**src/sv/yrag_pkg.sv**
```systemverilog
// shared types and constants of the yuv420 rotation address generator
package yrag_pkg;

   localparam int unsigned CFG_DATA_WIDTH = 32;
   localparam int unsigned CFG_ADDR_WIDTH = 5;

   typedef enum logic [2:0] {
      REG_FRAME_WIDTH         = 3'd0,
      REG_FRAME_HEIGHT        = 3'd1,
      REG_ROTATION_QUARTERS   = 3'd2,
      REG_LUMA_ROW_STRIDE     = 3'd3,
      REG_LUMA_PIXEL_STRIDE   = 3'd4,
      REG_CHROMA_ROW_STRIDE   = 3'd5,
      REG_CHROMA_PIXEL_STRIDE = 3'd6,
      REG_NONE                = 3'd7
   } reg_index_type;

   typedef struct packed {
      logic [12:0] frame_width;
      logic [12:0] frame_height;
      logic [1:0]  rotation_quarters;
      logic [14:0] luma_row_stride;
      logic [2:0]  luma_pixel_stride;
      logic [14:0] chroma_row_stride;
      logic [2:0]  chroma_pixel_stride;
   } cfg_type;

   localparam logic [12:0] FRAME_WIDTH_RESET         = 13'd640;
   localparam logic [12:0] FRAME_HEIGHT_RESET        = 13'd480;
   localparam logic [1:0]  ROTATION_QUARTERS_RESET   = 2'd0;
   localparam logic [14:0] LUMA_ROW_STRIDE_RESET     = 15'd640;
   localparam logic [2:0]  LUMA_PIXEL_STRIDE_RESET   = 3'd1;
   localparam logic [14:0] CHROMA_ROW_STRIDE_RESET   = 15'd640;
   localparam logic [2:0]  CHROMA_PIXEL_STRIDE_RESET = 3'd2;

   localparam logic [1:0] ROT_0   = 2'd0;
   localparam logic [1:0] ROT_90  = 2'd1;
   localparam logic [1:0] ROT_180 = 2'd2;
   localparam logic [1:0] ROT_270 = 2'd3;

endpackage

```
**src/sv/yrag_csr.sv**
```systemverilog
// configuration register file behind the apb-style port
module yrag_csr (
   input  logic                                clock,
   input  logic                                reset,
   input  logic                                psel,
   input  logic                                penable,
   input  logic                                pwrite,
   input  logic [yrag_pkg::CFG_ADDR_WIDTH-1:0] paddr,
   input  logic [yrag_pkg::CFG_DATA_WIDTH-1:0] pwdata,
   output logic [yrag_pkg::CFG_DATA_WIDTH-1:0] prdata,
   output logic                                pready,
   output yrag_pkg::cfg_type                   cfg
);

   yrag_pkg::cfg_type       cfg_ff;
   yrag_pkg::cfg_type       cfg_in;
   yrag_pkg::reg_index_type index;
   logic                    wr_en;

   assign index  = yrag_pkg::reg_index_type'(paddr[4:2]);
   assign wr_en  = psel & penable & pwrite;
   assign pready = 1'b1;
   assign cfg    = cfg_ff;

   always_comb begin
      cfg_in = cfg_ff;
      if (wr_en) begin
         unique case (index)
            yrag_pkg::REG_FRAME_WIDTH:         cfg_in.frame_width = pwdata[12:0];
            yrag_pkg::REG_FRAME_HEIGHT:        cfg_in.frame_height = pwdata[12:0];
            yrag_pkg::REG_ROTATION_QUARTERS:   cfg_in.rotation_quarters = pwdata[1:0];
            yrag_pkg::REG_LUMA_ROW_STRIDE:     cfg_in.luma_row_stride = pwdata[14:0];
            yrag_pkg::REG_LUMA_PIXEL_STRIDE:   cfg_in.luma_pixel_stride = pwdata[2:0];
            yrag_pkg::REG_CHROMA_ROW_STRIDE:   cfg_in.chroma_row_stride = pwdata[14:0];
            yrag_pkg::REG_CHROMA_PIXEL_STRIDE: cfg_in.chroma_pixel_stride = pwdata[2:0];
            default: begin
            end
         endcase
      end
   end

   always_comb begin
      prdata = '0;
      unique case (index)
         yrag_pkg::REG_FRAME_WIDTH:         prdata[12:0] = cfg_ff.frame_width;
         yrag_pkg::REG_FRAME_HEIGHT:        prdata[12:0] = cfg_ff.frame_height;
         yrag_pkg::REG_ROTATION_QUARTERS:   prdata[1:0]  = cfg_ff.rotation_quarters;
         yrag_pkg::REG_LUMA_ROW_STRIDE:     prdata[14:0] = cfg_ff.luma_row_stride;
         yrag_pkg::REG_LUMA_PIXEL_STRIDE:   prdata[2:0]  = cfg_ff.luma_pixel_stride;
         yrag_pkg::REG_CHROMA_ROW_STRIDE:   prdata[14:0] = cfg_ff.chroma_row_stride;
         yrag_pkg::REG_CHROMA_PIXEL_STRIDE: prdata[2:0]  = cfg_ff.chroma_pixel_stride;
         default: begin
         end
      endcase
   end

   always_ff @(posedge clock) begin
      if (reset) begin
         cfg_ff.frame_width         <= yrag_pkg::FRAME_WIDTH_RESET;
         cfg_ff.frame_height        <= yrag_pkg::FRAME_HEIGHT_RESET;
         cfg_ff.rotation_quarters   <= yrag_pkg::ROTATION_QUARTERS_RESET;
         cfg_ff.luma_row_stride     <= yrag_pkg::LUMA_ROW_STRIDE_RESET;
         cfg_ff.luma_pixel_stride   <= yrag_pkg::LUMA_PIXEL_STRIDE_RESET;
         cfg_ff.chroma_row_stride   <= yrag_pkg::CHROMA_ROW_STRIDE_RESET;
         cfg_ff.chroma_pixel_stride <= yrag_pkg::CHROMA_PIXEL_STRIDE_RESET;
      end else begin
         cfg_ff <= cfg_in;
      end
   end

endmodule

```
**src/sv/yuv420_rotation_address_generator.sv**
```systemverilog
// top level of the yuv420 rotation address generator
//
// Each req beat names one destination pixel: req_restart high goes back to the
// first pixel of the frame, low moves on to the next in raster order. Every
// req beat yields exactly one rsp beat carrying source and destination luma
// byte offsets, and at even column and even row also the chroma site offsets
// (zero otherwise). rsp_last_pixel marks the final pixel; the walk then wraps.
// Configuration sits behind the apb-style port at byte address 4*index; the
// user is to write it only while the block is idle; the block does not enforce it.
// A beat passes three registers, a position and rotation stage, a
// multiply stage and an add and saturate stage that is the output register.
// A new beat is taken every cycle while req_ready is high; the position
// counter update sets this rate of one beat per cycle.
// When the receiver holds rsp_ready low the stages fill and req_ready drops
// only once every stage holds a beat; no beat is lost or repeated.
// Reset empties the pipeline, sets the position to the first pixel and loads
// the register defaults (640 x 480, no rotation).
module yuv420_rotation_address_generator #(
   parameter int unsigned MAX_DIM    = 4096,
   parameter int unsigned ADDR_WIDTH = 26
) (
   input  logic                                clock,
   input  logic                                reset,
   input  logic                                req_valid,
   output logic                                req_ready,
   input  logic                                req_restart,
   output logic                                rsp_valid,
   input  logic                                rsp_ready,
   output logic [ADDR_WIDTH-1:0]               rsp_src_luma_addr,
   output logic [ADDR_WIDTH-1:0]               rsp_dst_luma_addr,
   output logic                                rsp_chroma_valid,
   output logic [ADDR_WIDTH-1:0]               rsp_src_chroma_addr,
   output logic [ADDR_WIDTH-1:0]               rsp_dst_chroma_addr,
   output logic                                rsp_last_pixel,
   input  logic                                csr_psel,
   input  logic                                csr_penable,
   input  logic                                csr_pwrite,
   input  logic [yrag_pkg::CFG_ADDR_WIDTH-1:0] csr_paddr,
   input  logic [yrag_pkg::CFG_DATA_WIDTH-1:0] csr_pwdata,
   output logic [yrag_pkg::CFG_DATA_WIDTH-1:0] csr_prdata,
   output logic                                csr_pready
);

   localparam int unsigned CW  = $clog2(MAX_DIM + 1);
   localparam int unsigned PW1 = 2 * CW + 3;
   localparam int unsigned PW2 = CW + 15;
   localparam int unsigned PW  = (PW1 > PW2) ? PW1 : PW2;
   localparam int unsigned SW  = (PW + 1 > ADDR_WIDTH + 1) ? PW + 1 : ADDR_WIDTH + 1;

   yrag_pkg::cfg_type cfg;

   yrag_csr u_csr (
      .clock   (clock),
      .reset   (reset),
      .psel    (csr_psel),
      .penable (csr_penable),
      .pwrite  (csr_pwrite),
      .paddr   (csr_paddr),
      .pwdata  (csr_pwdata),
      .prdata  (csr_prdata),
      .pready  (csr_pready),
      .cfg     (cfg)
   );

   // handshake
   logic s1_valid_ff, s2_valid_ff, s3_valid_ff;
   logic adv1, adv2, adv3, req_fire;

   assign adv3      = ~s3_valid_ff | rsp_ready;
   assign adv2      = ~s2_valid_ff | adv3;
   assign adv1      = ~s1_valid_ff | adv2;
   assign req_ready = adv1;
   assign req_fire  = req_valid & adv1;
   assign rsp_valid = s3_valid_ff;

   // position and rotation
   logic [CW-1:0]   col_ff, col_in, row_ff, row_in;
   logic [CW-1:0]   w, h, dw, dh, dx, dy, sx, sy;
   logic [CW:0]     dx_inc, dy_inc;
   logic            snap, cv, last;
   logic [31:0]     fw32, fh32;

   assign fw32 = 32'(cfg.frame_width);
   assign fh32 = 32'(cfg.frame_height);

   always_comb begin
      priority if (fw32 < 32'd2) begin
         w = CW'(2);
      end else if (fw32 > 32'(MAX_DIM)) begin
         w = CW'(MAX_DIM);
      end else begin
         w = fw32[CW-1:0];
      end
      priority if (fh32 < 32'd2) begin
         h = CW'(2);
      end else if (fh32 > 32'(MAX_DIM)) begin
         h = CW'(MAX_DIM);
      end else begin
         h = fh32[CW-1:0];
      end
   end

   assign dw   = cfg.rotation_quarters[0] ? h : w;
   assign dh   = cfg.rotation_quarters[0] ? w : h;
   assign snap = req_restart | (col_ff >= dw) | (row_ff >= dh);
   assign dx   = snap ? '0 : col_ff;
   assign dy   = snap ? '0 : row_ff;

   always_comb begin
      unique case (cfg.rotation_quarters)
         yrag_pkg::ROT_90: begin
            sx = dy;
            sy = h - CW'(1) - dx;
         end
         yrag_pkg::ROT_180: begin
            sx = w - CW'(1) - dx;
            sy = h - CW'(1) - dy;
         end
         yrag_pkg::ROT_270: begin
            sx = w - CW'(1) - dy;
            sy = dx;
         end
         default: begin
            sx = dx;
            sy = dy;
         end
      endcase
   end

   assign cv     = ~dx[0] & ~dy[0];
   assign last   = (dx == dw - CW'(1)) & (dy == dh - CW'(1));
   assign dx_inc = {1'b0, dx} + (CW + 1)'(1);
   assign dy_inc = {1'b0, dy} + (CW + 1)'(1);

   always_comb begin
      col_in = col_ff;
      row_in = row_ff;
      if (req_fire) begin
         if (dx_inc < {1'b0, dw}) begin
            col_in = dx_inc[CW-1:0];
            row_in = dy;
         end else begin
            col_in = '0;
            row_in = (dy_inc < {1'b0, dh}) ? dy_inc[CW-1:0] : '0;
         end
      end
   end

   always_ff @(posedge clock) begin
      if (reset) begin
         col_ff <= '0;
         row_ff <= '0;
      end else begin
         col_ff <= col_in;
         row_ff <= row_in;
      end
   end

   // stage 1 registers
   logic [CW-1:0]   s1_sx_ff, s1_sy_ff, s1_dx_ff, s1_dy_ff;
   logic            s1_cv_ff, s1_last_ff;
   logic [CW+2:0]   s1_lstride_ff;
   logic [CW+1:0]   s1_cstride_ff;

   always_ff @(posedge clock) begin
      if (adv1) begin
         s1_sx_ff      <= sx;
         s1_sy_ff      <= sy;
         s1_dx_ff      <= dx;
         s1_dy_ff      <= dy;
         s1_cv_ff      <= cv;
         s1_last_ff    <= last;
         s1_lstride_ff <= (CW + 3)'(dw) * (CW + 3)'(cfg.luma_pixel_stride);
         s1_cstride_ff <= (CW + 2)'(dw[CW-1:1]) * (CW + 2)'(cfg.chroma_pixel_stride);
      end
   end

   // stage 2: products
   logic [CW+2:0]    s2_sxl_ff, s2_dxl_ff, s2_sxc_ff, s2_dxc_ff;
   logic [CW+14:0]   s2_syl_ff, s2_syc_ff;
   logic [2*CW+2:0]  s2_dyl_ff;
   logic [2*CW+1:0]  s2_dyc_ff;
   logic             s2_cv_ff, s2_last_ff;

   always_ff @(posedge clock) begin
      if (adv2) begin
         s2_sxl_ff  <= (CW + 3)'(s1_sx_ff) * (CW + 3)'(cfg.luma_pixel_stride);
         s2_syl_ff  <= (CW + 15)'(s1_sy_ff) * (CW + 15)'(cfg.luma_row_stride);
         s2_dxl_ff  <= (CW + 3)'(s1_dx_ff) * (CW + 3)'(cfg.luma_pixel_stride);
         s2_dyl_ff  <= (2 * CW + 3)'(s1_dy_ff) * (2 * CW + 3)'(s1_lstride_ff);
         s2_sxc_ff  <= (CW + 3)'(s1_sx_ff[CW-1:1]) * (CW + 3)'(cfg.chroma_pixel_stride);
         s2_syc_ff  <= (CW + 15)'(s1_sy_ff[CW-1:1]) * (CW + 15)'(cfg.chroma_row_stride);
         s2_dxc_ff  <= (CW + 3)'(s1_dx_ff[CW-1:1]) * (CW + 3)'(cfg.chroma_pixel_stride);
         s2_dyc_ff  <= (2 * CW + 2)'(s1_dy_ff[CW-1:1]) * (2 * CW + 2)'(s1_cstride_ff);
         s2_cv_ff   <= s1_cv_ff;
         s2_last_ff <= s1_last_ff;
      end
   end

   // stage 3: sums with saturation
   function automatic logic [ADDR_WIDTH-1:0] sat_addr(input logic [SW-1:0] v);
      logic [ADDR_WIDTH-1:0] res;
      res = (|v[SW-1:ADDR_WIDTH]) ? '1 : v[ADDR_WIDTH-1:0];
      return res;
   endfunction

   logic [SW-1:0] sum_sl, sum_dl, sum_sc, sum_dc;

   assign sum_sl = SW'(s2_sxl_ff) + SW'(s2_syl_ff);
   assign sum_dl = SW'(s2_dxl_ff) + SW'(s2_dyl_ff);
   assign sum_sc = SW'(s2_sxc_ff) + SW'(s2_syc_ff);
   assign sum_dc = SW'(s2_dxc_ff) + SW'(s2_dyc_ff);

   logic [ADDR_WIDTH-1:0] s3_src_luma_ff, s3_dst_luma_ff, s3_src_chroma_ff, s3_dst_chroma_ff;
   logic                  s3_cv_ff, s3_last_ff;

   always_ff @(posedge clock) begin
      if (adv3) begin
         s3_src_luma_ff   <= sat_addr(sum_sl);
         s3_dst_luma_ff   <= sat_addr(sum_dl);
         s3_src_chroma_ff <= s2_cv_ff ? sat_addr(sum_sc) : '0;
         s3_dst_chroma_ff <= s2_cv_ff ? sat_addr(sum_dc) : '0;
         s3_cv_ff         <= s2_cv_ff;
         s3_last_ff       <= s2_last_ff;
      end
   end

   always_ff @(posedge clock) begin
      if (reset) begin
         s1_valid_ff <= 1'b0;
         s2_valid_ff <= 1'b0;
         s3_valid_ff <= 1'b0;
      end else begin
         if (adv1) begin
            s1_valid_ff <= req_valid;
         end
         if (adv2) begin
            s2_valid_ff <= s1_valid_ff;
         end
         if (adv3) begin
            s3_valid_ff <= s2_valid_ff;
         end
      end
   end

   assign rsp_src_luma_addr   = s3_src_luma_ff;
   assign rsp_dst_luma_addr   = s3_dst_luma_ff;
   assign rsp_chroma_valid    = s3_cv_ff;
   assign rsp_src_chroma_addr = s3_src_chroma_ff;
   assign rsp_dst_chroma_addr = s3_dst_chroma_ff;
   assign rsp_last_pixel      = s3_last_ff;

endmodule
```
**config.mk**
```make
export PLATFORM = sky130hd
export DESIGN_NAME = yuv420_rotation_address_generator
export DESIGN_NICKNAME = d
export VERILOG_FILES = /design/src/sv/yrag_pkg.sv /design/src/sv/yrag_csr.sv /design/src/sv/yuv420_rotation_address_generator.sv
export SDC_FILE = /design/constraint.sdc
export NUM_CORES = 2
export LEC_CHECK = 0
export ABC_AREA = 1
export BUFFER_PORTS_ARGS = -buffer_cell sky130_fd_sc_hd__buf_2
export CORE_ASPECT_RATIO = 0.6
export CORE_MARGIN = 2
export CORE_UTILIZATION = 65
export DETAILED_ROUTE_END_ITERATION = 12
export PLACE_DENSITY = 0.92
export RECOVER_POWER = 25
export SLEW_MARGIN = 20
export SYNTH_ARGS = -nofsm -noshare
export SYNTH_HDL_FRONTEND = slang
export SYNTH_SLANG_ARGS = --single-unit
```
**constraint.sdc**
```tcl
create_clock -name clock -period 8.05 [get_ports clock]
set_input_delay 0.805 -clock clock [delete_from_list [all_inputs] [get_ports clock]]
set_output_delay 0.805 -clock clock [all_outputs]
set_load 0.01 [all_outputs]
```
==> results.yml <==
status:
  run_status: "finished with violations"
  violations: "max-capacitance violations, max-slew violations"
clocking:
  root_buffer: "clkbuf_16"
  h-tree-depth: 2
  cts_made_buffers: 46
  cts_tree: "built"
  holdBufCountCts: 0
  path_clk_slew_ps: 60
  numClockSinks: 459
  clock_latency_ps: 640
  cts_max_path_buffers: 3
synth:
  synth_commonest_cells: "nand2_1, inv_1, fa_1"
  synthMostInstantiatedCell: "nand2_1"
  synthFlopType: "edfxtp_1"
  ys_seq_area_share_pct: 24.1
  yosys.area.top_type: "fa_1"
  synth_seq_cells: 459
  synth_edf_count: 366
  ys_async_sr_fraction_pct: 0
  netlist_area_um2: 53300
  ys_warn_count: 0
  synth.top_cell.area_share_pct: 23.8
  syn-instance-count: 6402
  synth.distinct_cells: 63
  ys_top_cells_by_area: "fa_1, edfxtp_1, ha_1"
  syn_area_per_cell_um2: 8.32
global_routing:
  grt_max_degree: 73
  antenna_found_initial: 1
  grt.total_usage_pct: 37.2
  first_global_vias: 46200
  grt_first_pass_wirelength_um: 245000
  gr-total-overflow: 0
timing:
  min_period_ps: 7800
  setup_viol: 0
  fmax_mhz: 128
  finalMaxSlewViolations: 343
  slew_headroom_pct: -156
  tightest_slew_ps: 3820
  setup_ws_ps: 255
  whs_ps: 424
  min_period_over_period_pct: 96.8
  fin_worst_skew_ps: 37.9
  hold_viol: 0
die:
  rows: 81
  start_util_pct: 65.5
  core-area_um2: 81300
  die_w_um: 374
  die_y_um: 226
  io-pin-count: 186
  die_area_um2: 84300
place:
  hpwl_um: 119000
  dp_cells: 7525
  placed_area_um2: 55400
  place_congestion: 1.06
  pre_cts_slack_ps: 340
  port_buffers: 148
routing:
  drc: 0
  drtIter0Drc: 5708
  drt_wl_total_um: 155000
  vias_per_cell: 5.91
  highest_layer: "met5"
  met3_length_um: 22100
  ant_nets: 0
  wl_per_cell_um: 20.4
  firstDrtPassIters: 10
  dr_wl_met2_um: 66700
  wl_met1_um: 58500
  num_vias: 45000
cells_and_area:
  area_delta_synth_final_pct: 6.96
  post-route-util_pct: 70.1
  final_cell_area_um2: 57000
  instances_no_fill: 7611
  multi_input_comb_area_um2: 34200
  fillerInstances: 5751
  final_layout_size_suffix_gt1_share_pct: 6.26
  fin_nets: 7676
  seqCellArea_um2: 12900
flow_run:
  drv_cap: 7
worst_setup_path:
  cp_data_required_time_ps: 8400
  critPathMaxFanout: 17
  cp-end-kind: "register"
  worstPathArrival_ps: 8140
  critPathLaunchType: "register"
  path_class: "reg2reg"
power:
  vdd_drop_max_mv: 0.157
  cellPowerDensity_nw_per_um2: 96.7
  p_leak_nw: 31.1
min_path:
  hp-class: "reg2reg"
report_power, final:
group	leakage (nW)	switching, W	total [W]	internal [W]
sequential	5.19	0.0000652	0.00267	0.00260
combinational	25.2	0.000307	0.000458	0.000150
clock	0.766	0.00107	0.00239	0.00131
total	31.1	0.00144	0.00551	0.00407
timing repair:
item                                   4_1_cts  5_1_grt
gates resized for setup                      0       18
endpoints found under the hold margin        0        0
setup buffers                                0        0
setup endpoints to repair                    0       34
layout by cell type (no fill, tap or decap), types with 7 or more instances in the layout:
master     count
a21o_1         9
a21oi_1      328
a31oi_1       36
buf_2        134
buf_4        117
bufinv_16      7
clkbuf_1      24
clkbuf_16     47
clkinv_1       9
conb_1        18
dfxtp_1       93
edfxtp_1     366
fa_1         632
ha_1         505
inv_1       1408
inv_2          9
nand2_1     1579
nand2_2        8
nand3_1      130
nand4_1       36
nor2_1       280
nor3_1        36
nor4_1         8
o2111ai_1     11
o211ai_1      13
o21ai_0      211
o21ai_1       16
o21bai_1      29
o221ai_1      15
o22ai_1        8
or2_2         26
xnor2_1       83
xor2_1       197
metal layers:
metal / up-vias / global-route usage, %
met5: - / 0
met4: 2 / 17.0
met3: 635 / 11.2
met2: 3085 / 56.4
met1: 21400 / 49.6
li1: 19900 / -
through the flow:
step / power (W) / TNS, ps
floorplan: 0.00297 / 0
global placement: 0.00313 / 0
detailed placement: 0.00315 / 0
CTS: 0.00549 / 0
global route: 0.00565 / -11.8
finish: 0.00551 / 0
registers in the layout, indices dropped and copies added (netlist names), 13 cells and up:
signal	count
s1_dx_ff	13
rsp_dst_chroma_addr	26
s2_syc_ff	27
s2_sxl_ff	16
row_ff	13
rsp_src_luma_addr	26
s1_dy_ff	13
s1_sx_ff	13
s1_cstride_ff	15
s1_sy_ff	13
rsp_dst_luma_addr	26
s2_syl_ff	28
u_csr.cfg	64
s2_dyc_ff	27
s2_dxc_ff	15
s1_lstride_ff	16
rsp_src_chroma_addr	26
col_ff	13
s2_dxl_ff	16
s2_dyl_ff	29
s2_sxc_ff	15
final cells by class:
class / instances / area share (%)
Timing Repair Buffer: 272 / 2.89
Clock inverter: 33 / 0.670
Antenna cell: 1 / 0.00439
Multi-Input combinational cell: 4293 / 60.0
Inverter: 1422 / 9.38
Sequential cell: 459 / 22.6
Clock buffer: 52 / 2.12
Tap cell: 1079 / 2.37
worst paths after layout:
| path | slack (ps) | endpoint | cells after the start | start |
|---|---|---|---|---|
| setup / recovery | 250 | s2_dyc_ff[25] | 26 | s1_dy_ff[1] |
| hold reg to reg | 420 | s2_cv_ff | 0 | s1_cv_ff |
| setup reg to reg | 250 | s2_dyc_ff[25] | 26 | s1_dy_ff[1] |
| hold / removal | 420 | s2_cv_ff | 0 | s1_cv_ff |
cell families (layout without fill, tap and decap cells):
logic type,count (synthesis),count (layout),share of synthesized area [%]
other,2,19,0.0141
buffers and inverters,1666,1779,11.9
DFF,459,459,24.1
xor gates and xnor gates,280,280,4.60
adders and majority gates,1137,1137,35.6
and+or+nand+nor,2142,2142,16.2
AOI/OAI and AO/OA,716,716,7.51
worst max-delay path: stages (launching register included):
cell      delay (ps)
edfxtp_1         970
buf_4            380
nand2_1          130
fa_1             570
inv_1             60
fa_1             510
inv_1             70
fa_1             430
inv_1             80
fa_1             420
ha_1             350
a21oi_1          150
inv_1             50
a31oi_1          240
o21ai_0          170
a21oi_1          240
o21ai_0          200
a21oi_1          240
o21bai_1         160
a21boi_0         550
o21ai_0          270
a21boi_0         470
o21ai_0          270
a21oi_1          220
nor2_1            60
nor2_1           120
xnor2_1          120
(Power assumes the default switching activity.)
